$ cat src/rtl/assert_macros.svh
// Assertion macros shared by the signal pending mask unit.
`ifndef ASSERT_MACROS_SVH
`define ASSERT_MACROS_SVH

// Same-cycle implication, sampled on clk and switched off while arst_n is low.
`define SIGPM_ASSERT_IMP(label, ante, cons, msg) \
	label: assert property (@(posedge clk) disable iff (!arst_n) (ante) |-> (cons)) \
		else $error(msg);

// Next-cycle implication, sampled on clk and switched off while arst_n is low.
`define SIGPM_ASSERT_NXT(label, ante, cons, msg) \
	label: assert property (@(posedge clk) disable iff (!arst_n) (ante) |=> (cons)) \
		else $error(msg);

`endif

$ cat src/rtl/sigpm_pkg.sv
// Types and constants shared by the signal pending mask unit.
package sigpm_pkg;

	typedef enum logic [2:0] {
		FUNC_RAISE      = 3'd0,
		FUNC_DEQUEUE    = 3'd1,
		FUNC_BLOCK      = 3'd2,
		FUNC_UNBLOCK    = 3'd3,
		FUNC_SET_MASK   = 3'd4,
		FUNC_READ_PEND  = 3'd5,
		FUNC_CLEAR_PEND = 3'd6
	} sigpm_func_t;

	typedef enum logic [1:0] {
		STATUS_OK    = 2'd0,
		STATUS_INVAL = 2'd1,
		STATUS_AGAIN = 2'd2
	} sigpm_status_t;

	typedef enum logic [1:0] {
		RUN_RUNNING = 2'd0,
		RUN_STOPPED = 2'd1,
		RUN_ZOMBIE  = 2'd2
	} sigpm_run_t;

	typedef enum logic {
		CTRL_IDLE,
		CTRL_EXEC
	} sigpm_state_t;

	// Signals with a fixed effect on the run state.
	localparam logic [7:0] SIG_STOP = 8'd19;
	localparam logic [7:0] SIG_CONT = 8'd18;
	localparam logic [7:0] SIG_TERM = 8'd15;
	localparam logic [7:0] SIG_KILL = 8'd9;
	localparam logic [7:0] SIG_INT  = 8'd2;

	// Commands from the controller to the datapath.
	typedef struct packed {
		logic capture;
		logic commit;
	} sigpm_cmd_t;

	// Status from the datapath to the controller.
	typedef struct packed {
		logic out_free;
	} sigpm_stat_t;

endpackage

$ cat src/rtl/sigpm_ctrl.sv
// Controller state machine of the signal pending mask unit.
module sigpm_ctrl
	import sigpm_pkg::*;
(
	input  logic        clk,
	input  logic        arst_n,
	input  logic        req_valid,
	output logic        req_ready,
	input  sigpm_stat_t stat,
	output sigpm_cmd_t  cmd
);

	sigpm_state_t state_q;
	sigpm_state_t state_d;

	always_ff @(posedge clk or negedge arst_n) begin
		if (!arst_n) begin
			state_q <= CTRL_IDLE;
		end else begin
			state_q <= state_d;
		end
	end

	always_comb begin
		state_d = state_q;
		unique case (state_q)
			CTRL_IDLE: begin
				if (req_valid) begin
					state_d = CTRL_EXEC;
				end
			end
			CTRL_EXEC: begin
				if (stat.out_free) begin
					state_d = CTRL_IDLE;
				end
			end
			default: state_d = CTRL_IDLE;
		endcase
	end

	always_comb begin
		req_ready   = 1'b0;
		cmd.capture = 1'b0;
		cmd.commit  = 1'b0;
		unique case (state_q)
			CTRL_IDLE: begin
				req_ready   = 1'b1;
				cmd.capture = req_valid;
			end
			CTRL_EXEC: begin
				cmd.commit = stat.out_free;
			end
			default: begin
				req_ready = 1'b0;
			end
		endcase
	end

endmodule

$ cat src/rtl/sigpm_dpath.sv
// Datapath of the signal pending mask unit: request, signal state and result registers.
module sigpm_dpath
	import sigpm_pkg::*;
#(
	parameter int NUM_SIGNALS = 64
) (
	input  logic        clk,
	input  logic        arst_n,
	input  sigpm_cmd_t  cmd,
	output sigpm_stat_t stat,
	input  logic [71:0] req_data,
	input  logic [2:0]  req_user,
	output logic        res_valid,
	input  logic        res_ready,
	output logic [79:0] res_data,
	output logic [1:0]  res_user
);

	localparam logic [7:0]  NumSigW   = 8'(NUM_SIGNALS);
	// Signals 1 to NUM_SIGNALS-1 take part in dequeue.
	localparam logic [63:0] ScopeMask = ((64'd1 << NUM_SIGNALS) - 64'd1) & ~64'd1;

	logic [2:0]  req_func_q;
	logic [7:0]  req_sig_q;
	logic [63:0] req_mask_q;

	logic [63:0] pending_q;
	logic [63:0] blocked_q;
	logic [1:0]  run_q;
	logic [5:0]  term_q;
	logic        exited_q;

	logic        out_vld_q;
	logic [1:0]  out_status_q;
	logic [5:0]  out_sig_q;
	logic [63:0] out_mask_q;

	logic [63:0] pending_d;
	logic [63:0] blocked_d;
	logic [1:0]  run_d;
	logic [5:0]  term_d;
	logic        exited_d;
	logic [1:0]  status_d;
	logic [5:0]  sig_d;
	logic [63:0] mask_d;

	logic [63:0] ready_bits;
	logic [63:0] lowest_bit;
	logic [5:0]  lowest_idx;

	always_ff @(posedge clk) begin
		if (cmd.capture) begin
			req_func_q <= req_user;
			req_sig_q  <= req_data[7:0];
			req_mask_q <= req_data[71:8];
		end
	end

	// Lowest deliverable signal: isolate the lowest set bit, then encode it.
	always_comb begin
		ready_bits = pending_q & ~blocked_q & ~req_mask_q & ScopeMask;
		lowest_bit = ready_bits & (~ready_bits + 64'd1);
		lowest_idx = '0;
		for (int i = 0; i < 64; i++) begin
			if (lowest_bit[i]) begin
				lowest_idx = lowest_idx | 6'(i);
			end
		end
	end

	always_comb begin
		pending_d = pending_q;
		blocked_d = blocked_q;
		run_d     = run_q;
		term_d    = term_q;
		exited_d  = exited_q;
		status_d  = STATUS_OK;
		sig_d     = '0;
		mask_d    = '0;
		case (req_func_q)
			FUNC_RAISE: begin
				if (req_sig_q >= NumSigW) begin
					status_d = STATUS_INVAL;
				end else if (req_sig_q != 8'd0) begin
					pending_d = pending_q | (64'd1 << req_sig_q[5:0]);
					if (req_sig_q == SIG_STOP) begin
						run_d = RUN_STOPPED;
					end
					if (req_sig_q == SIG_CONT) begin
						run_d = RUN_RUNNING;
					end
					if (req_sig_q == SIG_TERM || req_sig_q == SIG_KILL ||
					    req_sig_q == SIG_INT) begin
						term_d   = req_sig_q[5:0];
						exited_d = 1'b1;
						run_d    = RUN_ZOMBIE;
					end
				end
			end
			FUNC_DEQUEUE: begin
				if (ready_bits != 64'd0) begin
					pending_d = pending_q & ~lowest_bit;
					sig_d     = lowest_idx;
				end else begin
					status_d = STATUS_AGAIN;
				end
			end
			FUNC_BLOCK: begin
				mask_d    = blocked_q;
				blocked_d = blocked_q | req_mask_q;
			end
			FUNC_UNBLOCK: begin
				mask_d    = blocked_q;
				blocked_d = blocked_q & ~req_mask_q;
			end
			FUNC_SET_MASK: begin
				mask_d    = blocked_q;
				blocked_d = req_mask_q;
			end
			FUNC_READ_PEND: begin
				mask_d = pending_q;
			end
			FUNC_CLEAR_PEND: begin
				pending_d = '0;
			end
			default: begin
				status_d = STATUS_INVAL;
			end
		endcase
	end

	always_ff @(posedge clk or negedge arst_n) begin
		if (!arst_n) begin
			pending_q <= '0;
			blocked_q <= '0;
			run_q     <= RUN_RUNNING;
			term_q    <= '0;
			exited_q  <= 1'b0;
			out_vld_q <= 1'b0;
		end else begin
			if (cmd.commit) begin
				pending_q <= pending_d;
				blocked_q <= blocked_d;
				run_q     <= run_d;
				term_q    <= term_d;
				exited_q  <= exited_d;
				out_vld_q <= 1'b1;
			end else if (res_ready) begin
				out_vld_q <= 1'b0;
			end
		end
	end

	always_ff @(posedge clk) begin
		if (cmd.commit) begin
			out_status_q <= status_d;
			out_sig_q    <= sig_d;
			out_mask_q   <= mask_d;
		end
	end

	// The state registers only change on a commit, so they still match the waiting beat.
	assign stat.out_free = !out_vld_q || res_ready;
	assign res_valid     = out_vld_q;
	assign res_user      = out_status_q;
	assign res_data      = {1'b0, exited_q, term_q, run_q, out_mask_q, out_sig_q};

endmodule

$ cat src/rtl/signal_pending_mask_unit.sv
// Top level of the signal pending mask unit: controller, datapath and checks.
// A request beat is captured in the idle state and applied in the execute state, which
// loads the result register; a new request is taken only back in idle, and a result left
// waiting on m_tready holds the next request in execute.
// Reset: arst_n low clears both signal sets, the terminating signal and the exited flag,
// sets the run state to running and empties the result register.
`include "assert_macros.svh"

module signal_pending_mask_unit
	import sigpm_pkg::*;
#(
	parameter int NUM_SIGNALS = 64
) (
	input  logic        clk,
	input  logic        arst_n,
	input  logic        s_tvalid,
	output logic        s_tready,
	// s_tdata, lowest bit up: signal_number[7:0], mask_value[71:8].
	input  logic [71:0] s_tdata,
	// s_tuser: func[2:0].
	input  logic [2:0]  s_tuser,
	output logic        m_tvalid,
	input  logic        m_tready,
	// m_tdata, lowest bit up: signal_out[5:0], mask_out[69:6], run_state[71:70],
	// term_signal[77:72], has_exited[78], zero fill[79].
	output logic [79:0] m_tdata,
	// m_tuser: status[1:0].
	output logic [1:0]  m_tuser
);

	sigpm_cmd_t  cmd;
	sigpm_stat_t stat;

	// The controller takes a request beat in idle and applies it in execute, as soon as
	// the result register is empty or being emptied in the same cycle.
	sigpm_ctrl u_ctrl (
		.clk       (clk),
		.arst_n    (arst_n),
		.req_valid (s_tvalid),
		.req_ready (s_tready),
		.stat      (stat),
		.cmd       (cmd)
	);

	// The datapath holds the captured request, the task's signal state and the result
	// beat; the execute state performs the mask update and the lowest-bit search.
	sigpm_dpath #(
		.NUM_SIGNALS (NUM_SIGNALS)
	) u_dpath (
		.clk       (clk),
		.arst_n    (arst_n),
		.cmd       (cmd),
		.stat      (stat),
		.req_data  (s_tdata),
		.req_user  (s_tuser),
		.res_valid (m_tvalid),
		.res_ready (m_tready),
		.res_data  (m_tdata),
		.res_user  (m_tuser)
	);

	// Only one request is in flight: after a request beat, the input side stays closed.
	`SIGPM_ASSERT_NXT(a_one_in_flight, s_tvalid && s_tready, !s_tready, "second request taken while one is in flight")

	// A commit never overwrites a result beat that has not been taken.
	`SIGPM_ASSERT_IMP(a_no_overwrite, cmd.commit, !m_tvalid || m_tready, "result beat overwritten")

	// The exited flag only rises with a recorded terminating signal.
	`SIGPM_ASSERT_IMP(a_exit_term, m_tvalid && m_tdata[78], m_tdata[77:72] == 6'd2 || m_tdata[77:72] == 6'd9 || m_tdata[77:72] == 6'd15, "exited without a terminating signal")

	// A request that fails or finds nothing to take never reports a signal.
	`SIGPM_ASSERT_IMP(a_status_sig, m_tvalid && m_tuser != STATUS_OK, m_tdata[5:0] == 6'd0, "signal reported with a failing status")

endmodule

$ cat config.mk
export PLATFORM = sky130hd
export DESIGN_NAME = signal_pending_mask_unit
export DESIGN_NICKNAME = d
export VERILOG_FILES = /design/src/rtl/sigpm_pkg.sv /design/src/rtl/sigpm_ctrl.sv /design/src/rtl/sigpm_dpath.sv /design/src/rtl/signal_pending_mask_unit.sv
export VERILOG_INCLUDE_DIRS = /design/src /design/src/rtl
export SDC_FILE = /design/constraint.sdc
export NUM_CORES = 1
export LEC_CHECK = 0
export BUFFER_PORTS_ARGS = -buffer_cell sky130_fd_sc_hd__buf_2
export CAP_MARGIN = 15
export CORE_ASPECT_RATIO = 0.8
export CORE_UTILIZATION = 50
export DETAILED_ROUTE_END_ITERATION = 10
export PLACE_DENSITY = 0.73
export SYNTH_ARGS = -nofsm -noshare
export SYNTH_HDL_FRONTEND = slang
export SYNTH_SLANG_ARGS = --single-unit
$ cat constraint.sdc
create_clock -name clk -period 4.3 [get_ports clk]
set_input_delay 0.86 -clock clk [delete_from_list [all_inputs] [get_ports clk]]
set_output_delay 0.86 -clock clk [all_outputs]
set_load 0.02 [all_outputs]
==> results of run 1 <==
routing by layer:
metal  vias up  global-route usage, %
met5         -                   1.64
met4         2                   9.08
met3        75                   8.52
met2       552                   43.8
met1      5240                   45.5
li1       4755                      -
per-stage QoR:
step | util [%] | cells
2_1_floorplan | - | 1150
3_3_place_gp | 56.4 | 1623
3_5_place_dp | 56.4 | 1623
4_1_cts | 60.4 | 1676
5_1_grt | 60.4 | 1677
6_report | 60.4 | 1679
synth_stat cells, types with 5 or more instances:
master / count
nand4b_1: 5
dfrtp_1: 139
nand2_1: 97
a32o_1: 9
a31oi_1: 21
and3_1: 13
o211ai_1: 6
nor4_1: 21
nor3_1: 23
edfxtp_1: 147
clkbuf_1: 44
nand3_1: 26
a22o_1: 136
o21ai_0: 106
nand2b_1: 11
nor3b_1: 42
nor4_2: 6
buf_2: 11
nor2_1: 75
nand4_1: 13
a21oi_1: 67
nor3b_2: 12
nor2b_1: 12
or3b_1: 6
buf_4: 5
and2_1: 8
cell type report:
class,instances,area [sq um]
antenna,2,5.00
sequential,286,7890
multi-input combinational,795,5120
timing repair buffer,189,1040
clock inverter,17,234
tap,351,439
clock buffer,36,772
inverter,3,11.3
fill,2110,10200
worst reg2reg max path, delay by kind of cell (launching register included):
kind	cells	cell delay, ns
AND/OR/NAND/NOR	5	1.59
buffers and inverters	1	0.56
flip-flops	1	0.42
AO/OA/AOI/OAI	3	1.34
power by group through the flow:
| stage | logic, W | registers [W] | clock network [W] |
|---|---|---|---|
| floorplan | 0.00187 | 0.00465 | 0 |
| global placement | 0.00324 | 0.00441 | 0 |
| detailed placement | 0.00327 | 0.00444 | 0 |
| CTS | 0.00329 | 0.00441 | 0.00270 |
| global route | 0.00356 | 0.00451 | 0.00280 |
| finish | 0.00331 | 0.00442 | 0.00267 |
path summary, 6_finish.rpt:
path                       cells after the start  slack, ns                 start               endpoint
max in group asynchronous                      2       3.12                arst_n   u_dpath.blocked_q[6]
setup / recovery                               9       0.29  u_dpath.pending_q[5]  u_dpath.pending_q[30]
hold reg to reg                                1       0.47      u_dpath.exited_q       u_dpath.exited_q
min in group clk                               1       0.47      u_dpath.exited_q       u_dpath.exited_q
hold / removal                                 1       0.32                arst_n  u_dpath.blocked_q[55]
setup reg to reg                               9       0.29  u_dpath.pending_q[5]  u_dpath.pending_q[30]
cell families after synthesis:
family | after synthesis | synth area share [%]
buf+inv | 69 | 2.31
xor+xnor | 2 | 0.132
other cells | 1 | 0.0282
mux | 4 | 0.339
compound gates | 381 | 19.9
simple gates | 407 | 17.8
flops | 286 | 59.4
registers in the layout, summed over array words and instances (netlist names):
signal	count
u_dpath.blocked_q	64
u_dpath.exited_q	1
u_dpath.req_mask_q	64
u_dpath.res_user	2
u_ctrl.state_q	1
u_dpath.out_mask_q	64
u_dpath.req_func_q	3
u_dpath.run_q	2
u_dpath.out_sig_q	6
u_dpath.req_sig_q	8
u_dpath.term_q	6
u_dpath.res_valid	1
u_dpath.pending_q	64
==> run summary, run 1 <==
pin count of the biggest net entering global routing: 74
Detailed Route WL: 41000 um
count of buffer and inverter cells on the critical path: 1
cts-stage hold buffer count: 0
number of antenna violations at the first check in global routing: 1
Detailed Place HPWL: 28400 um
most area-consuming cells after synthesis: edfxtp_1, dfrtp_1, a22o_1
total count of hold-check failures in the final report: 0
worst hold-check slack: 0.315 ns
outcome: complete, no violations
crit-path max cell delay: 0.87 ns
CP Data Required Time: 4.74 ns
Pre-antenna DRT Iters: 5
clock sink count: 286
uppermost layer routed: met5
proportion of power drawn by the clock network: 25.7%
pre-CTS setup slack: 0.371 ns
Cell variety after synth: 74
path type of the worst min-delay path: input port to async pin
CP Cell Sequence: nor3b_1, nor3_2, nand3_4, nor2_2, and3_1, a311oi_4, buf_4, o21ai_0, a32o_1
H-Tree Level Count: 1
antenna viol nets, final: 0
Chip Height: 148 um
Max Slew Vio Count: 0
vias per std cell: 6.33
Placer Congestion: 0.977
Worst Skew: 0.0188 ns
Port Buffer Count: 161
endpoint class of the critical path: register
RSZ-0062 raised after global routing: no
number of instances in the synthesized netlist: 1150
critical path's top delay family: simple AND/OR/NAND/NOR gates
cell area after synthesis: 13300 sq um
area delta synth->final: 16.9%
total number of nets in the final design: 1383
met3 routed wirelength: 4060 um
number of global-route vias before repair: 10367
layout cells sized above 1: 21.6%
met1 WL: 18500 um
Power Total: 0.0104 W
Max IR drop VDD: 0.000399 V
post-DR wirelength/cell: 24.4 um
critical path data arrival time: 4.46 ns
standard cell core area: 25700 sq um
ys async rst share: 48.6%
switching power: 0.00383 W
average footprint of a synthesized cell: 11.5 sq um
Resized Gates After CTS: 0
Tmin final: 4.01 ns
Remaining Overflow, GRT: 0
most common library cell in the layout ignoring fill and taps: buf_2
global-route wire length before repair: 62800 um
DRC violations left: 0
CTS buffer count: 29
Cell Int Power: 0.00658 W
synthesized flop and latch total: 286
Power Density: 671 nW/um^2
CP Max Fanout: 38
leakage power: 6.33 nW
slowest stage cell, crit path: a311oi_4
pin slew with the least headroom to its limit: 1.14 ns
clock insertion delay at the later pin of the skew report: 0.55 ns
WS Path Type: register to register
global-route usage over all layers: 30.7%
headroom to the max-slew limit: 23.7%
Horiz. Die Dim: 184 um
slack of the critical path: 0.285 ns
number of buffers on the longest clock path: 3
post-synthesis sequential area ratio: 59.4%
type of origin of the critical path: register
maximum clock frequency: 249 MHz
Combinational Power Share: 31.8%
effective utilization at floorplan: 51.7%
post-place instance area: 14500 sq um
cell area after layout: 15500 sq um
post-CTS setup repair buffer count: 0
site row count: 52
top library cells by usage in the layout, fill and taps aside: buf_2, edfxtp_1, dfrtp_1
Synth Flop Type: edfxtp_1
Clock Pin Slew Worst Setup and Hold Paths: 0.07 ns
maxcap violations: 0
net switching fraction of the power: 36.8%
Synth area leader: edfxtp_1
TNS Setup: 0 ns
number of vias in the routed layout: 10624
master cell of the clock root buffer: clkbuf_16
DRT iter0 DRCs: 960
area enclosed by the die boundary: 27200 sq um
total setup violations reported at the end of the flow: 0
TritonCTS clock tree: built
Synth top area share: 33.2%
part of the cycle the worst path needs: 93.4%
number of flops mapped to enable cells by yosys: 147
portion of total power attributed to sequential cells: 42.5%
Syn. warnings: 0
I/O pin total: 163
synthesized net count: 1229
met2 wire len: 17400 um
Power figures use the tool's default switching activity.
==> run 2, diff against run 1 <==
SLEW_MARGIN = 0   (was not set)
SYNTH_HIERARCHICAL = 1   (was not set)
==> run summary, run 2 <==
outcome: complete, no violations (unchanged)
Remaining Overflow, GRT: 0 (unchanged)
area of combinational cells with multiple inputs: 4790 sq um (was 5120 sq um)
critical path data arrival time: 3.58 ns (was 4.46 ns)
antenna viol nets, final: 0 (unchanged)
Crit Reg-Reg Endpoint: u_dpath/out_sig_q[1] (was u_dpath.pending_q[30])
CP Cell Sequence: nor3b_1, nor3_2, nand4_2, nor4_1, nor4_1, o211ai_1, nor4_1, a31oi_1 (was nor3b_1, nor3_2, nand3_4, nor2_2, and3_1, a311oi_4, buf_4, o21ai_0, a32o_1)
part of the cycle the worst path needs: 75.6% (was 93.4%)
Power Total: 0.0103 W (was 0.0104 W)
critical path's top delay family: simple AND/OR/NAND/NOR gates (unchanged)
Clock Pin Slew Worst Setup and Hold Paths: 0.07 ns (about the same)
Placer Congestion: 0.989 (was 0.977)
sequential standard cell area: 7890 sq um (unchanged)
DRT iter0 DRCs: 1115 (was 960)
total number of nets in the final design: 1351 (was 1383)
global-route usage over all layers: 28.6% (was 30.7%)
DRC violations left: 0 (unchanged)
number of antenna violations at the first check in global routing: 1 (unchanged)
cts-stage hold buffer count: 0 (unchanged)
number of antenna diodes: 0 (was 2)
Power Density: 682 nW/um^2 (was 671 nW/um^2)
site row count: 52 (unchanged)
cell area after synthesis: 13000 sq um (was 13300 sq um)
pin count of the biggest net entering global routing: 93 (was 74)
RSZ-0062 raised after global routing: no (unchanged)
Max Slew Vio Count: 0 (unchanged)
number of vias in the routed layout: 10372 (was 10624)
Pre-antenna DRT Iters: 9 (was 5)
Tmin final: 3.25 ns (was 4.01 ns)
final core area utilization: 59.7% (was 60.4%)
maximum clock frequency: 308 MHz (was 249 MHz)
Detailed Place HPWL: 25800 um (was 28400 um)
path type of the worst min-delay path: input port to async pin (unchanged)
Cell variety after synth: 68 (was 74)
slack of the critical path: 1.05 ns (was 0.285 ns)
Syn. warnings: 6 (was 0)
startpoint of the worst-slack reg-to-reg timing path: u_dpath/pending_q[4] (was u_dpath.pending_q[5])
number of buffers on the longest clock path: 3 (unchanged)
headroom to the max-slew limit: 12.4% (was 23.7%)
number of flops mapped to enable cells by yosys: 147 (unchanged)
number of global-route vias before repair: 9737 (was 10367)
cell depth of the worst flop-to-flop path: 8 (was 9)
maxcap violations: 0 (unchanged)
post-CTS setup repair buffer count: 0 (unchanged)
crit-path max cell delay: 0.88 ns (was 0.87 ns)
average footprint of a synthesized cell: 11.6 sq um (was 11.5 sq um)
pre-CTS setup slack: 1.12 ns (was 0.371 ns)
Worst path most repeated cell: nor4_1
effective utilization at floorplan: 51.1% (was 51.7%)
number of instances in the synthesized netlist: 1116 (was 1150)
leakage power: 6.27 nW (was 6.33 nW)
synthesized net count: 1195 (was 1229)
count of buffer and inverter cells on the critical path: 0 (was 1)
layout cells sized above 1: 20.7% (was 21.6%)
clock insertion delay at the later pin of the skew report: 0.56 ns (was 0.55 ns)
I/O pin total: 163 (unchanged)
Max IR drop VDD: 0.000697 V (was 0.000399 V)
CTS buffer count: 29 (unchanged)
Synth area leader: edfxtp_1 (unchanged)
FILL cells: 2099 (was 2110)
global-route wire length before repair: 58200 um (was 62800 um)
Synth top area share: 34.0% (was 33.2%)
Detailed Route WL: 37900 um (was 41000 um)
TNS Setup: 0 ns (unchanged)
ys async rst share: 48.6% (unchanged)
endpoint class of the critical path: register (unchanged)
area enclosed by the die boundary: 26600 sq um (was 27200 sq um)
worst hold-check slack: 0.399 ns (was 0.315 ns)
library cell with the highest instance count after synthesis: a22o_1 (was edfxtp_1)
most common library cell in the layout ignoring fill and taps: buf_2 (unchanged)
CP Max Fanout: 5 (was 38)
vias per std cell: 6.41 (was 6.33)
pin slew with the least headroom to its limit: 1.30 ns (was 1.14 ns)
total count of hold-check failures in the final report: 0 (unchanged)
most area-consuming cells after synthesis: edfxtp_1, dfrtp_1, a22o_1 (unchanged)
WS Path Type: register to register (unchanged)
slowest stage cell, crit path: nor4_1 (was a311oi_4)
Horiz. Die Dim: 182 um (was 184 um)
clock sink count: 286 (unchanged)
area delta synth->final: 16.9% (about the same)
total setup violations reported at the end of the flow: 0 (unchanged)
Resized Gates After CTS: 0 (unchanged)
Worst Skew: 0.0225 ns (was 0.0188 ns)
CP Data Required Time: 4.62 ns (was 4.74 ns)
Synth Flop Type: edfxtp_1 (unchanged)
slack of the worst reg-to-reg path: 1.05 ns (was 0.29 ns)
Port Buffer Count: 161 (unchanged)
post-synthesis sequential area ratio: 60.8% (was 59.4%)
TritonCTS clock tree: built (unchanged)
post-DR wirelength/cell: 23.4 um (was 24.4 um)
standard cell core area: 25400 sq um (was 25700 sq um)
top library cells by usage in the layout, fill and taps aside: buf_2, a22o_1, edfxtp_1 (was buf_2, edfxtp_1, dfrtp_1)
H-Tree Level Count: 1 (unchanged)
Chip Height: 146 um (was 148 um)
type of origin of the critical path: register (unchanged)
master cell of the clock root buffer: clkbuf_16 (unchanged)
synthesized flop and latch total: 286 (unchanged)
most numerous cell types in the synthesized netlist: a22o_1, edfxtp_1, dfrtp_1, o21ai_0, nand2_1 (was edfxtp_1, dfrtp_1, a22o_1, o21ai_0, nand2_1)
[run 2: logic make-up (layout without fill, tap and decap cells)]
kind of cell              count (synthesis)  in the layout  synth area share [%]
AOI/OAI and AO/OA                       379            379                  20.1
xor gates and xnor gates                  1              1                0.0675
buffers and inverters                    72            250                  2.39
DFF                                     286            286                  60.8
muxes                                     4              4                 0.347
other                                     1              1                0.0289
and+or+nand+nor                         373            373                  16.3
[run 2: where the power goes]
group	total [W]	internal (W)	switching, W
registers	0.00450	0.00389	0.000615
clock network	0.00267	0.00160	0.00106
logic	0.00317	0.00112	0.00206
[run 2: worst max path at each step]
stage	start	to	slack (ns)	depth (start not counted)
floorplan	s_tvalid	u_dpath/req_func_q[0]	1.04	1
global placement	m_tready	u_dpath/pending_q[18]	1.16	9
detailed placement	m_tready	u_dpath/pending_q[11]	1.12	9
CTS	u_dpath/pending_q[4]	u_dpath/pending_q[30]	1.15	9
global route	u_dpath/req_mask_q[49]	u_dpath/pending_q[29]	0.85	9
finish	u_dpath/pending_q[4]	u_dpath/out_sig_q[1]	1.05	8
[run 2: metrics by stage]
stage,cell area (sq um),instances
floorplan,13000,1116
global placement,14100,1563
detailed placement,14100,1563
CTS,15100,1616
global route,15200,1618
finish,15200,1618
[run 2: area by class of cell]
type,instances,share of cell area [%]
Clock inverter,16,1.40
Sequential cell,286,52.1
Multi-Input combinational cell,758,31.6
Inverter,10,0.248
Tap cell,324,2.67
Timing Repair Buffer,187,6.75
Clock buffer,37,5.25
[run 2: layer usage]
metal	share of wire [%]	GRT usage, %	up-vias
met5	0.034	0	-
met4	3.1	8.70	2
met3	10	6.98	87
met2	42	40.8	566
met1	45	43.2	5106
li1	-	-	4611
[run 2: worst register-to-register path: cells and delay by family (launching register included)]
kind               cells  cell delay (ns)
and+or+nand+nor        6             2.07
DFF                    1             0.42
AOI/OAI and AO/OA      2             0.55
